## config.mk

```make
export PLATFORM = sky130hd
export DESIGN_NAME = modular_exponentiation_flat
export DESIGN_NICKNAME = d
export VERILOG_FILES = /design/src/design/me_pkg.sv /design/src/design/me_req_if.sv /design/src/design/me_rsp_if.sv /design/src/design/me_dp.sv /design/src/design/me_ctrl.sv /design/src/design/modular_exponentiation.sv /design/src/flat_wrapper.sv
export SDC_FILE = /design/constraint.sdc
export NUM_CORES = 2
export LEC_CHECK = 0
export BUFFER_PORTS_ARGS = -buffer_cell sky130_fd_sc_hd__buf_2
export CAP_MARGIN = 20
export CORE_ASPECT_RATIO = 1.4
export CORE_MARGIN = 3
export CORE_UTILIZATION = 55
export CTS_BUF_LIST = sky130_fd_sc_hd__clkbuf_8
export DETAILED_ROUTE_END_ITERATION = 8
export PLACE_DENSITY = 0.82
export REMOVE_ABC_BUFFERS = 1
export SLEW_MARGIN = 5
export SYNTH_ARGS = -nofsm -noshare
export SYNTH_HDL_FRONTEND = slang
export SYNTH_SLANG_ARGS = --single-unit
```

## constraint.sdc

```tcl
create_clock -name clk_i -period 9.7 [get_ports clk_i]
set_input_delay 0.97 -clock clk_i [delete_from_list [all_inputs] [get_ports clk_i]]
set_output_delay 0.97 -clock clk_i [all_outputs]
set_load 0.02 [all_outputs]
```

## src/design/me_pkg.sv

```systemverilog
// ----------------------------------------------------------------------------
// me_pkg
// Shared constants and controller/datapath types for modular exponentiation.
// ----------------------------------------------------------------------------
package me_pkg;

  // fixed width of the base, exponent, modulus and result fields
  localparam int unsigned FIELD_W = 63;

  // default datapath width
  localparam int unsigned OPERAND_BITS_DEF = 63;

  // configuration port geometry: registers on 8-byte strides
  localparam int unsigned PADDR_W = 4;
  localparam int unsigned PDATA_W = 64;

  // register index of the modulus (paddr bits above the byte offset)
  localparam logic [PADDR_W-4:0] REG_MODULUS = '0;

  // commands from controller to datapath
  typedef struct packed {
    logic load;
    logic red_step;
    logic mul_start;
    logic mul_step;
    logic finish;
  } me_cmd_t;

  // status from datapath to controller
  typedef struct packed {
    logic m_le1;
    logic e_zero;
    logic cnt_zero;
  } me_sts_t;

endpackage

```

## src/design/me_req_if.sv

```systemverilog
// ----------------------------------------------------------------------------
// me_req_if
// Request channel: base and exponent with valid/ready handshake.
// ----------------------------------------------------------------------------
interface me_req_if import me_pkg::*; ();

  logic               valid;
  logic               ready;
  logic [FIELD_W-1:0] base;
  logic [FIELD_W-1:0] exponent;

  modport source (output valid, output base, output exponent, input ready);
  modport sink   (input valid, input base, input exponent, output ready);

endinterface

```

## src/design/me_rsp_if.sv

```systemverilog
// ----------------------------------------------------------------------------
// me_rsp_if
// Response channel: power_mod result with valid/ready handshake.
// ----------------------------------------------------------------------------
interface me_rsp_if import me_pkg::*; ();

  logic               valid;
  logic               ready;
  logic [FIELD_W-1:0] power_mod;

  modport source (output valid, output power_mod, input ready);
  modport sink   (input valid, input power_mod, output ready);

endinterface

```

## src/design/me_dp.sv

```systemverilog
// ----------------------------------------------------------------------------
// me_dp
// Datapath: base reduction, two parallel shift-add modular multipliers
// (acc * p and p * p), exponent shifter and result register.
// ----------------------------------------------------------------------------
module me_dp import me_pkg::*; #(
  parameter int unsigned W = OPERAND_BITS_DEF
) (
  input  logic               clk_i,
  input  logic               rst_ni,
  input  me_cmd_t            cmd_i,
  input  logic [W-1:0]       modulus_i,
  input  logic [FIELD_W-1:0] base_i,
  input  logic [FIELD_W-1:0] exponent_i,
  output me_sts_t            sts_o,
  output logic [FIELD_W-1:0] power_mod_o
);

  localparam int unsigned NW = W + 2;
  localparam int unsigned CW = $clog2(W);

  logic [W-1:0]  x_q, p_q, acc_q, e_q, b_q, ra_q, rp_q, res_q;
  logic [CW-1:0] cnt_q;

  logic [NW-1:0] m1, m2;
  logic [NW-1:0] ra_sum, rp_sum, rp_add;
  logic [W-1:0]  rp_base;
  logic [W-1:0]  ra_nx, rp_nx;

  // reduce a sum below 3m into [0, m) with two parallel compares
  function automatic logic [W-1:0] red3(input logic [NW-1:0] s,
                                        input logic [NW-1:0] mm1,
                                        input logic [NW-1:0] mm2);
    logic [NW-1:0] r;
    r = s;
    if (s >= mm2) begin
      r = s - mm2;
    end else if (s >= mm1) begin
      r = s - mm1;
    end
    return r[W-1:0];
  endfunction

  // modulus and its double
  assign m1 = NW'(modulus_i);
  assign m2 = m1 << 1;

  // acc * p unit: one multiplier bit per cycle, msb first
  assign ra_sum = (NW'(ra_q) << 1) + (b_q[W-1] ? NW'(acc_q) : '0);
  assign ra_nx  = red3(ra_sum, m1, m2);

  // p * p unit, also used for the initial base reduction
  assign rp_base = cmd_i.red_step ? p_q : rp_q;
  assign rp_add  = cmd_i.red_step ? NW'(x_q[W-1]) : (b_q[W-1] ? NW'(p_q) : '0);
  assign rp_sum  = (NW'(rp_base) << 1) + rp_add;
  assign rp_nx   = red3(rp_sum, m1, m2);

  // operand and partial product registers
  always_ff @(posedge clk_i) begin
    if (cmd_i.load) begin
      x_q   <= W'(base_i);
      e_q   <= W'(exponent_i);
      p_q   <= '0;
      acc_q <= W'(1);
    end
    if (cmd_i.red_step) begin
      p_q <= rp_nx;
      x_q <= x_q << 1;
    end
    if (cmd_i.mul_start) begin
      ra_q <= '0;
      rp_q <= '0;
      b_q  <= p_q;
    end
    if (cmd_i.mul_step) begin
      if (sts_o.cnt_zero) begin
        if (e_q[0]) begin
          acc_q <= ra_nx;
        end
        p_q <= rp_nx;
        e_q <= e_q >> 1;
      end else begin
        ra_q <= ra_nx;
        rp_q <= rp_nx;
        b_q  <= b_q << 1;
      end
    end
    if (cmd_i.finish) begin
      res_q <= sts_o.m_le1 ? '0 : acc_q;
    end
  end

  // bit counter for reduction and multiply passes
  always_ff @(posedge clk_i or negedge rst_ni) begin
    if (!rst_ni) begin
      cnt_q <= '0;
    end else if (cmd_i.load || cmd_i.mul_start) begin
      cnt_q <= CW'(W - 1);
    end else if ((cmd_i.red_step || cmd_i.mul_step) && !sts_o.cnt_zero) begin
      cnt_q <= cnt_q - 1'b1;
    end
  end

  // status back to the controller
  assign sts_o.m_le1    = (modulus_i <= W'(1));
  assign sts_o.e_zero   = (e_q == '0);
  assign sts_o.cnt_zero = (cnt_q == '0);

  assign power_mod_o = FIELD_W'(res_q);

endmodule

```

## src/design/me_ctrl.sv

```systemverilog
// ----------------------------------------------------------------------------
// me_ctrl
// Controller: sequences base reduction, square-and-multiply rounds and
// result hand-off; owns the request ready and response valid.
// ----------------------------------------------------------------------------
module me_ctrl import me_pkg::*; (
  input  logic    clk_i,
  input  logic    rst_ni,
  input  logic    req_valid_i,
  output logic    req_ready_o,
  output logic    rsp_valid_o,
  input  logic    rsp_ready_i,
  input  me_sts_t sts_i,
  output me_cmd_t cmd_o
);

  typedef enum logic [2:0] {
    S_IDLE,
    S_REDUCE,
    S_ROUND,
    S_MUL,
    S_FINISH
  } state_e;

  state_e state_q;
  logic   vld_q;

  // command decode
  always_comb begin
    cmd_o = '0;
    case (state_q)
      S_IDLE:   cmd_o.load      = req_valid_i;
      S_REDUCE: cmd_o.red_step  = 1'b1;
      S_ROUND:  cmd_o.mul_start = !sts_i.e_zero;
      S_MUL:    cmd_o.mul_step  = 1'b1;
      S_FINISH: cmd_o.finish    = !vld_q || rsp_ready_i;
      default:  cmd_o = '0;
    endcase
  end

  assign req_ready_o = (state_q == S_IDLE);
  assign rsp_valid_o = vld_q;

  // state and response valid
  always_ff @(posedge clk_i or negedge rst_ni) begin
    if (!rst_ni) begin
      state_q <= S_IDLE;
      vld_q   <= 1'b0;
    end else begin
      vld_q <= (vld_q && !rsp_ready_i) || cmd_o.finish;
      case (state_q)
        S_IDLE: begin
          if (req_valid_i) begin
            state_q <= sts_i.m_le1 ? S_FINISH : S_REDUCE;
          end
        end
        S_REDUCE: begin
          if (sts_i.cnt_zero) begin
            state_q <= S_ROUND;
          end
        end
        S_ROUND: begin
          state_q <= sts_i.e_zero ? S_FINISH : S_MUL;
        end
        S_MUL: begin
          if (sts_i.cnt_zero) begin
            state_q <= S_ROUND;
          end
        end
        S_FINISH: begin
          if (cmd_o.finish) begin
            state_q <= S_IDLE;
          end
        end
        default: state_q <= S_IDLE;
      endcase
    end
  end

endmodule

```

## src/design/modular_exponentiation.sv

```systemverilog
// ----------------------------------------------------------------------------
// modular_exponentiation
// Right-to-left binary exponentiation modulo a configured modulus.
//
//   channel  dir  handshake            word
//   req_i    in   valid/ready          base, exponent
//   rsp_o    out  valid/ready          power_mod
//   apb      in   psel/penable/pwrite  modulus at address 0
//
// Each item runs a reduction of the base, then one square-and-multiply round
// per exponent bit up to its highest set bit; a modulus of 0 or 1 goes
// straight to the result. The work is done by the shift-add multipliers,
// which retire one multiplier bit per cycle, with acc * p and p * p in
// parallel. Reset sets the modulus to 1 and idles the controller. A stalled
// result sits in the output register while the next item is accepted.
// ----------------------------------------------------------------------------
module modular_exponentiation import me_pkg::*; #(
  parameter int unsigned OPERAND_BITS = OPERAND_BITS_DEF
) (
  input  logic               clk_i,
  input  logic               rst_ni,
  input  logic               psel,
  input  logic               penable,
  input  logic               pwrite,
  input  logic [PADDR_W-1:0] paddr,
  input  logic [PDATA_W-1:0] pwdata,
  output logic [PDATA_W-1:0] prdata,
  output logic               pready,
  me_req_if.sink             req_i,
  me_rsp_if.source           rsp_o
);

  logic [OPERAND_BITS-1:0] modulus_q;
  logic                    reg_hit;
  me_cmd_t                 cmd;
  me_sts_t                 sts;

  // register decode
  assign reg_hit = (paddr[PADDR_W-1:3] == REG_MODULUS);
  assign pready  = 1'b1;
  assign prdata  = reg_hit ? PDATA_W'(modulus_q) : '0;

  // modulus register
  always_ff @(posedge clk_i or negedge rst_ni) begin
    if (!rst_ni) begin
      modulus_q <= OPERAND_BITS'(1);
    end else if (psel && penable && pwrite && reg_hit) begin
      modulus_q <= OPERAND_BITS'(pwdata);
    end
  end

  // sequencing
  me_ctrl u_ctrl (
    .clk_i       (clk_i),
    .rst_ni      (rst_ni),
    .req_valid_i (req_i.valid),
    .req_ready_o (req_i.ready),
    .rsp_valid_o (rsp_o.valid),
    .rsp_ready_i (rsp_o.ready),
    .sts_i       (sts),
    .cmd_o       (cmd)
  );

  // arithmetic
  me_dp #(
    .W (OPERAND_BITS)
  ) u_dp (
    .clk_i       (clk_i),
    .rst_ni      (rst_ni),
    .cmd_i       (cmd),
    .modulus_i   (modulus_q),
    .base_i      (req_i.base),
    .exponent_i  (req_i.exponent),
    .sts_o       (sts),
    .power_mod_o (rsp_o.power_mod)
  );

endmodule

```

## src/flat_wrapper.sv

```systemverilog
// flat-port wrapper written by rule: the top's interface ports become plain ports
module modular_exponentiation_flat import me_pkg::*;
#(
  parameter int unsigned OPERAND_BITS = OPERAND_BITS_DEF
)
  (clk_i, rst_ni, psel, penable, pwrite, paddr, pwdata, prdata, pready, req_i_valid, req_i_base, req_i_exponent, req_i_ready, rsp_o_valid, rsp_o_power_mod, rsp_o_ready);
  me_req_if req_i_i ();
  me_rsp_if rsp_o_i ();
  input  logic clk_i;
  input  logic rst_ni;
  input  logic psel;
  input  logic penable;
  input  logic pwrite;
  input  logic [PADDR_W-1:0] paddr;
  input  logic [PDATA_W-1:0] pwdata;
  output logic [PDATA_W-1:0] prdata;
  output logic pready;
  input wire logic [$bits(req_i_i.valid)-1:0] req_i_valid;
  input wire logic [$bits(req_i_i.base)-1:0] req_i_base;
  input wire logic [$bits(req_i_i.exponent)-1:0] req_i_exponent;
  output wire logic [$bits(req_i_i.ready)-1:0] req_i_ready;
  output wire logic [$bits(rsp_o_i.valid)-1:0] rsp_o_valid;
  output wire logic [$bits(rsp_o_i.power_mod)-1:0] rsp_o_power_mod;
  input wire logic [$bits(rsp_o_i.ready)-1:0] rsp_o_ready;
  assign req_i_i.valid = req_i_valid;
  assign req_i_i.base = req_i_base;
  assign req_i_i.exponent = req_i_exponent;
  assign req_i_ready = req_i_i.ready;
  assign rsp_o_valid = rsp_o_i.valid;
  assign rsp_o_power_mod = rsp_o_i.power_mod;
  assign rsp_o_i.ready = rsp_o_ready;
  modular_exponentiation #(.OPERAND_BITS(OPERAND_BITS)) u_core (.clk_i(clk_i), .rst_ni(rst_ni), .psel(psel), .penable(penable), .pwrite(pwrite), .paddr(paddr), .pwdata(pwdata), .prdata(prdata), .pready(pready), .req_i(req_i_i), .rsp_o(rsp_o_i));
endmodule
```

# Word level (Yosys, flattened, before mapping)
# Index checks and enable logic that the tools add are counted.
dict set report op_classes {
  addsub 7
  order_cmp 5
  n_eq_ne 7
  n_mux 44
  n_bitwise 1
  n_reduce_logical 20
}
# op count
set op_table {}
lappend op_table {{63-bit two-way mux} 31}
lappend op_table {{63-bit subtractor} 4}
lappend op_table {{64-bit by 63-bit adder with 65-bit output} 2}
lappend op_table {{65-bit by 63-bit >= comparator with 1-bit output} 2}
lappend op_table {{65-bit by 64-bit >= comparator with 1-bit output} 2}
lappend op_table {{63-bit by 1-bit <= comparator with 1-bit output (second input constant)} 1}
lappend op_table {{63-bit logical NOT} 1}
lappend op_table {{3-bit two-way mux} 5}
lappend op_table {{6-bit two-way mux} 2}
lappend op_table {{3-bit one-hot mux with 4 select lines} 1}
lappend op_table {{3-bit by 2-bit equality test with 1-bit output (second input constant)} 2}
lappend op_table {{6-bit logical NOT} 1}
lappend op_table {{6-bit by 1-bit subtractor with 6-bit output (second input constant)} 1}
lappend op_table {{1-bit logical AND} 5}
lappend op_table {{1-bit two-way mux} 5}
lappend op_table {{1-bit logical NOT} 4}
lappend op_table {{1-bit logical OR} 4}
lappend op_table {{2-bit inequality test (second input constant)} 2}
lappend op_table {{2-bit nonzero test} 2}
lappend op_table {{3-bit by 1-bit equality test with 1-bit output (second input constant)} 1}
lappend op_table {{3-bit equality test (second input constant)} 1}
lappend op_table {{3-bit logical NOT} 1}
lappend op_table {{3-bit AND reduction} 1}
lappend op_table {{2-bit by 1-bit inequality test with 1-bit output (second input constant)} 1}
lappend op_table {{other kinds (2)} 2}
dict set report word_totals {
  register_bits 577
  inputBits 201
  out_inout_bits 130
  wordCells 97
}

# Longest topological paths before layout
dict set report depth {
  ltp_word 10
  depth_mapped 36
}

# Hierarchy
# Synthesis repeated with hierarchy kept, for this count alone.
dict set report hier_totals {
  cells_unflattened 5988
  hier_area_um2 48980.7
}
# module instances cells_each area_each_um2
set by_module_without_submodules {}
lappend by_module_without_submodules {me_dp 1 5751 45586.2}
lappend by_module_without_submodules {modular_exponentiation 1 208 3119.2}
lappend by_module_without_submodules {me_ctrl 1 29 275.3}

# Least setup slack after synthesis
# OpenSTA, ideal clock, no wires.
dict set report synth_path {
  path_kind {flip-flop to flip-flop}
  startpoint {register u_core.u_ctrl.state_q[0]}
  endpoint {register u_core.u_dp.p_q[42]}
  setup_ps 132
  arrival_ps 7069
  required_time_ps 9568
  setup_slack_ps 2499
  stages_incl_launch_ff 33
  synth_period_minus_slack_ps 7201
  path_cell_list {dfrtp_1 > clkbuf_1 > nor2b_1 > nand2b_1 > clkbuf_1 > clkbuf_1 > clkbuf_1 > nand2_1 > nand2_1 > ha_1 > fa_1 > a211oi_1 > nor2_1 > o311a_1 > or4_4 > a21oi_1 > o21ai_0 > a21oi_1 > xnor2_1 > ha_1 > and4_1 > nor2b_1 > nand2b_1 > or4_1 > a2111oi_0 > o21ai_1 > o211ai_2 > a311oi_4 > nand2_2 > buf_6 > mux2_1 > a21oi_1 > a21oi_1}
}
dict set report synth_via {
  elab_chain_cells 10
}
# item line_no
set synth_lines {}
lappend synth_lines {{start, declared} me_ctrl.sv:25} ;# state_e state_q;
lappend synth_lines {{start signal, assigned} me_ctrl.sv:54} ;# state_q <= sts_i.m_le1 ? S_FINISH : S_REDUCE;
lappend synth_lines {{start signal, assigned} me_ctrl.sv:63} ;# state_q <= sts_i.e_zero ? S_FINISH : S_MUL;
lappend synth_lines {{3-bit by 1-bit equality test with 1-bit output} me_ctrl.sv:31} ;# case (state_q)
lappend synth_lines {{1-bit two-way mux} me_ctrl.sv:31}
lappend synth_lines {{63-bit two-way mux (on tied branches)} {me_dp.sv:54, me_dp.sv:53}}
lappend synth_lines {{64-bit by 63-bit adder with 65-bit output} me_dp.sv:55} ;# assign rp_sum = (NW'(rp_base) << 1) + rp_add;
lappend synth_lines {{63-bit subtractor / 65-bit by 63-bit >= comparator with 1-bit output (equally long branches)} {me_dp.sv:39, me_dp.sv:38}}
lappend synth_lines {{63-bit two-way mux} me_dp.sv:38} ;# end else if (s >= mm1) begin
lappend synth_lines {{63-bit two-way mux} me_dp.sv:36} ;# if (s >= mm2) begin
lappend synth_lines {{63-bit two-way mux} me_dp.sv:66} ;# if (cmd_i.red_step) begin
lappend synth_lines {{63-bit two-way mux} me_dp.sv:76} ;# if (sts_o.cnt_zero) begin
lappend synth_lines {{63-bit two-way mux *} me_dp.sv:75} ;# if (cmd_i.mul_step) begin
lappend synth_lines {{end signal, assigned} me_dp.sv:67} ;# p_q <= rp_nx;
lappend synth_lines {{end signal, assigned} me_dp.sv:80} ;# p_q <= rp_nx;
lappend synth_lines {{end, declared} me_dp.sv:22} ;# logic [W-1:0] x_q, p_q, acc_q, e_q, b_q, ra_q, rp_q, res_q;
# Every way passes the cells marked *; elsewhere a longest branch is shown, timed or not.
# A chain may end at the register's enable or synchronous reset.

# Worst setup path in the final report
dict set report layout_path {
  startpoint {register u_core.u_ctrl.state_q[0]}
  endpoint {register u_core.u_dp.p_q[15]}
}
# Same word-level chain as after synthesis.

==> load_flow_metrics.sql <==
INSERT INTO impl_metrics (metric_group, metric, value, unit) VALUES
('outcome', 'run_status', 'completed', ''),
('cts', 'clk-insertion-delay-late', '0.84', 'ns'),
('placement', 'placedCellCount', '7377', ''),
('routing', 'antenna_violating_nets_post_route', '0', ''),
('routing', 'detailroute.wirelength.met2', '77.8', 'mm'),
('global_route', 'grt_max_degree', '160', ''),
('run', 'max_cap_violations', '0', ''),
('cts', 'worst_setup_hold_path_clk_slew', '0.07', 'ns'),
('die', 'chipHeight', '355', 'um'),
('die', 'placeableCoreArea', '0.0860', 'mm^2'),
('yosys', 'syn-mean-instance-area', '7.82', 'um^2'),
('worst_setup_path', 'worst-endpoint-arrival', '9.50', 'ns'),
('global_route', 'antenna_found_initial', '3', ''),
('die', 'dieWidth', '256', 'um'),
('timing', 'maxClockFrequency', '0.113', 'GHz'),
('final_layout', 'instances_no_fill', '7557', ''),
('cts', 'clk_root_buffer_cell', 'clkbuf_8', ''),
('routing', 'route.met3.wl', '12.1', 'mm'),
('cts', 'cts_tree', 'built', ''),
('yosys', 'async_reset_ff_share', '12.7', '%'),
('yosys', 'synth_area_leaders', 'dfxtp_1 16%, ha_1 9.8%, edfxtp_1 7.8%, nand2_1 6.3%, a21oi_1 5.6%', ''),
('timing', 'timing_hold_violations_final', '0', ''),
('global_route', 'globalRoute.totalOverflow', '0', ''),
('yosys', 'post_synth_num_cell_types', '97', ''),
('cts', 'cts_made_buffers', '93', ''),
('cts', 'clock_sink_count', '577', ''),
('routing', 'm1WireLength', '63.3', 'mm'),
('yosys', 'seq_area_frac_synth', '27.5', '%'),
('routing', 'route.vias.total', '48200', ''),
('die', 'ioPinCount', '331', ''),
('final_layout', 'final_net_count', '6896', ''),
('final_layout', 'finalCoreUtilization', '61.4', '%'),
('yosys', 'netlist_area', '0.0479', 'mm^2'),
('placement', 'dp.final_hpwl', '128', 'mm'),
('yosys', 'yosys_warnings', '0', ''),
('worst_setup_path', 'required', '10.36', 'ns'),
('worst_setup_path', 'regToRegSetupSlack', '0.86', 'ns'),
('placement', 'gp_routability_congestion', '1.02', ''),
('yosys', 'synth_flop_type', 'dfxtp_1', ''),
('cts', 'cts_setup_buffers', '0', ''),
('cts', 'cts_hold_buffers', '0', ''),
('power', 'ir_drop', '0.193', 'mV'),
('worst_setup_path', 'critPathLaunchType', 'flip-flop', ''),
('yosys', 'ys_ff_latch', '577', ''),
('global_route', 'grt_pass1_vias', '46200', ''),
('die', 'die_area', '0.0908', 'mm^2'),
('yosys', 'synthCells', '6133', ''),
('final_layout', 'area_growth_from_synthesis_to_layout', '10.2', '%'),
('final_layout', 'seq_area', '0.0132', 'mm^2'),
('routing', 'drc', '0', ''),
('timing', 'final_min_period_over_clock_period', '91.1', '%'),
('yosys', 'netlist.top_cell.by_area', 'dfxtp_1', ''),
('global_route', 'grt_pass1_wl', '253', 'mm'),
('power', 'post-layout-total-power', '13000', 'uW'),
('cts', 'post_cts_resized', '0', ''),
('worst_hold_path', 'min-delay-path-class', 'primary input to async pin', ''),
('worst_setup_path', 'criticalPathCategory', 'flip-flop to flip-flop', ''),
('placement', 'pre_cts_slack', '1.07', 'ns'),
('cts', 'cts.path.max_buffers', '3', ''),
('final_layout', 'post_route_cells_drive_above_1_share', '11.7', '%'),
('worst_setup_path', 'slowest_delay', '0.67', 'ns'),
('timing', 'tightest_slew', '1.07', 'ns'),
('global_route', 'groute.usage.overall', '35.0', '%'),
('timing', 'timing.final.crit_period', '8.84', 'ns'),
('die', 'row_count', '127', ''),
('yosys', 'yosysTopAreaCellShare', '15.8', '%'),
('routing', 'top_layer_used', 'met4', ''),
('worst_setup_path', 'type_of_element_capturing_the_critical_path', 'flip-flop', ''),
('timing', 'fin_setup_tns', '0', 'ns'),
('routing', 'initialDrtViolationCount', '3799', ''),
('final_layout', 'multi_input_comb_area', '0.0328', 'mm^2');
-- final cells by class --
type / count / share of cell area [%]
clock buffers: 117 / 3.05
repair buffers: 438 / 4.92
multi-input cells: 5029 / 62.2
well taps: 1161 / 2.75
inverters: 173 / 1.23
diodes: 3 / 0.0142
flip-flops and latches: 577 / 24.9
clock inverters: 59 / 0.938
-- synthesized netlist by cell type (all sizes together), types with 13 or more instances --
cell type  count
and4          14
xnor2        210
o21a          58
a41oi         13
a21o         253
dfrtp         72
or3           21
mux2         105
o221ai        14
a21oi        532
nor4          54
xor2         125
inv          173
a221o         13
o31ai         51
a31o          16
a31oi        133
dfxtp        379
and2          89
nor3          92
a221oi        19
a22o          76
nand2        804
o21bai        58
ha           377
nand4         85
nor2b        101
nor2         423
o31a          15
mux2i        102
o211ai        50
edfxtp       125
a211oi        74
o21ai        462
nand2b        49
or2           17
o311ai        13
nand3        182
clkbuf       309
buf           45
a2111oi       17
a21boi        15
and3         145
-- layout by cell type, fill, tap and decap left out, types with 73 or more instances in the layout --
master / count
dfxtp_1: 378
nor3_1: 90
a21o_1: 253
nor2b_1: 101
xnor2_1: 210
a211oi_1: 73
nor2_1: 418
a31oi_1: 133
and3_1: 143
buf_2: 323
mux2i_1: 102
edfxtp_1: 125
nand3_1: 182
clkbuf_8: 117
o21ai_0: 419
ha_1: 377
buf_4: 106
a22o_1: 76
nand4_1: 84
inv_1: 199
mux2_2: 87
xor2_1: 125
and2_1: 86
nand2_1: 799
a21oi_1: 532
-- cell families after synthesis --
group                    Yosys count  share of synthesized area (%)
AND/OR/NAND/NOR                 2105                           20.6
flip-flops                       577                           27.5
multiplexers                     207                           4.60
AO/OA/AOI/OAI                   1997                           26.8
buffers and inverters            527                           4.31
XOR/XNOR                         335                           6.12
other                              2                         0.0157
adder cells (fa/ha/maj)          383                           10.1
-- sequential cells by signal, indices dropped and copies added (netlist names) --
register                   count
u_core.u_dp.rp_q              63
u_core.u_dp.ra_q              63
u_core.u_dp.b_q               63
u_core.u_ctrl.rsp_valid_o      1
u_core.u_dp.e_q               63
u_core.u_dp.x_q               63
u_core.u_dp.power_mod_o       63
u_core.modulus_q              63
u_core.u_dp.cnt_q              6
u_core.u_dp.acc_q             63
u_core.u_ctrl.state_q          3
u_core.u_dp.p_q               63
-- per-layer routing --
| layer | global-route usage (%) | vias to the layer above |
|---|---|---|
| li1 | - | 22800 |
| met4 | 25.1 | 0 |
| met3 | 4.86 | 563 |
| met2 | 59.9 | 2079 |
| met5 | 0 | - |
| met1 | 40.3 | 22700 |
-- critical path: cells and delay by family, from the launching register on --
kind                     cells  cell delay, ns
AO/OA/AOI/OAI               12            3.57
XOR/XNOR                     1            0.36
flip-flops                   1            0.52
adder cells (fa/ha/maj)      2            0.71
AND/OR/NAND/NOR              9            2.20
multiplexers                 1            0.36
buffers and inverters        4            0.89
-- power by group --
group	internal, uW	switching [uW]	total, uW
clock	1270	1090	2360
combinational	2870	4860	7720
sequential	2680	233	2920
-- metrics by stage --
step	cell area [um^2]	hold slack (ns)
2_1_floorplan	46500	0.425
3_5_place_dp	50700	0.443
3_3_place_gp	50700	0.435
4_1_cts	52800	0.0575
5_1_grt	52800	0.119
6_report	52800	0.0985
-- path summary, 6_finish.rpt --
path,startpoint,to,cells past startpoint
setup / recovery,u_core.u_ctrl.state_q[0]$_DFFE_PN0P_,u_core.u_dp.p_q[15]$_DFF_P_,29
hold / removal,rst_ni,u_core.modulus_q[10]$_DFFE_PN0P_,1
setup reg to reg,u_core.u_ctrl.state_q[0]$_DFFE_PN0P_,u_core.u_dp.p_q[15]$_DFF_P_,29
hold reg to reg,u_core.u_dp.rp_q[15]$_DFF_P_,u_core.u_dp.rp_q[15]$_DFF_P_,2
max in group asynchronous,rst_ni,u_core.modulus_q[48]$_DFFE_PN0P_,2
min in group clk_i,pwdata[8],u_core.modulus_q[8]$_DFFE_PN0P_,2
Note: power is estimated with default switching activity, not from simulation.
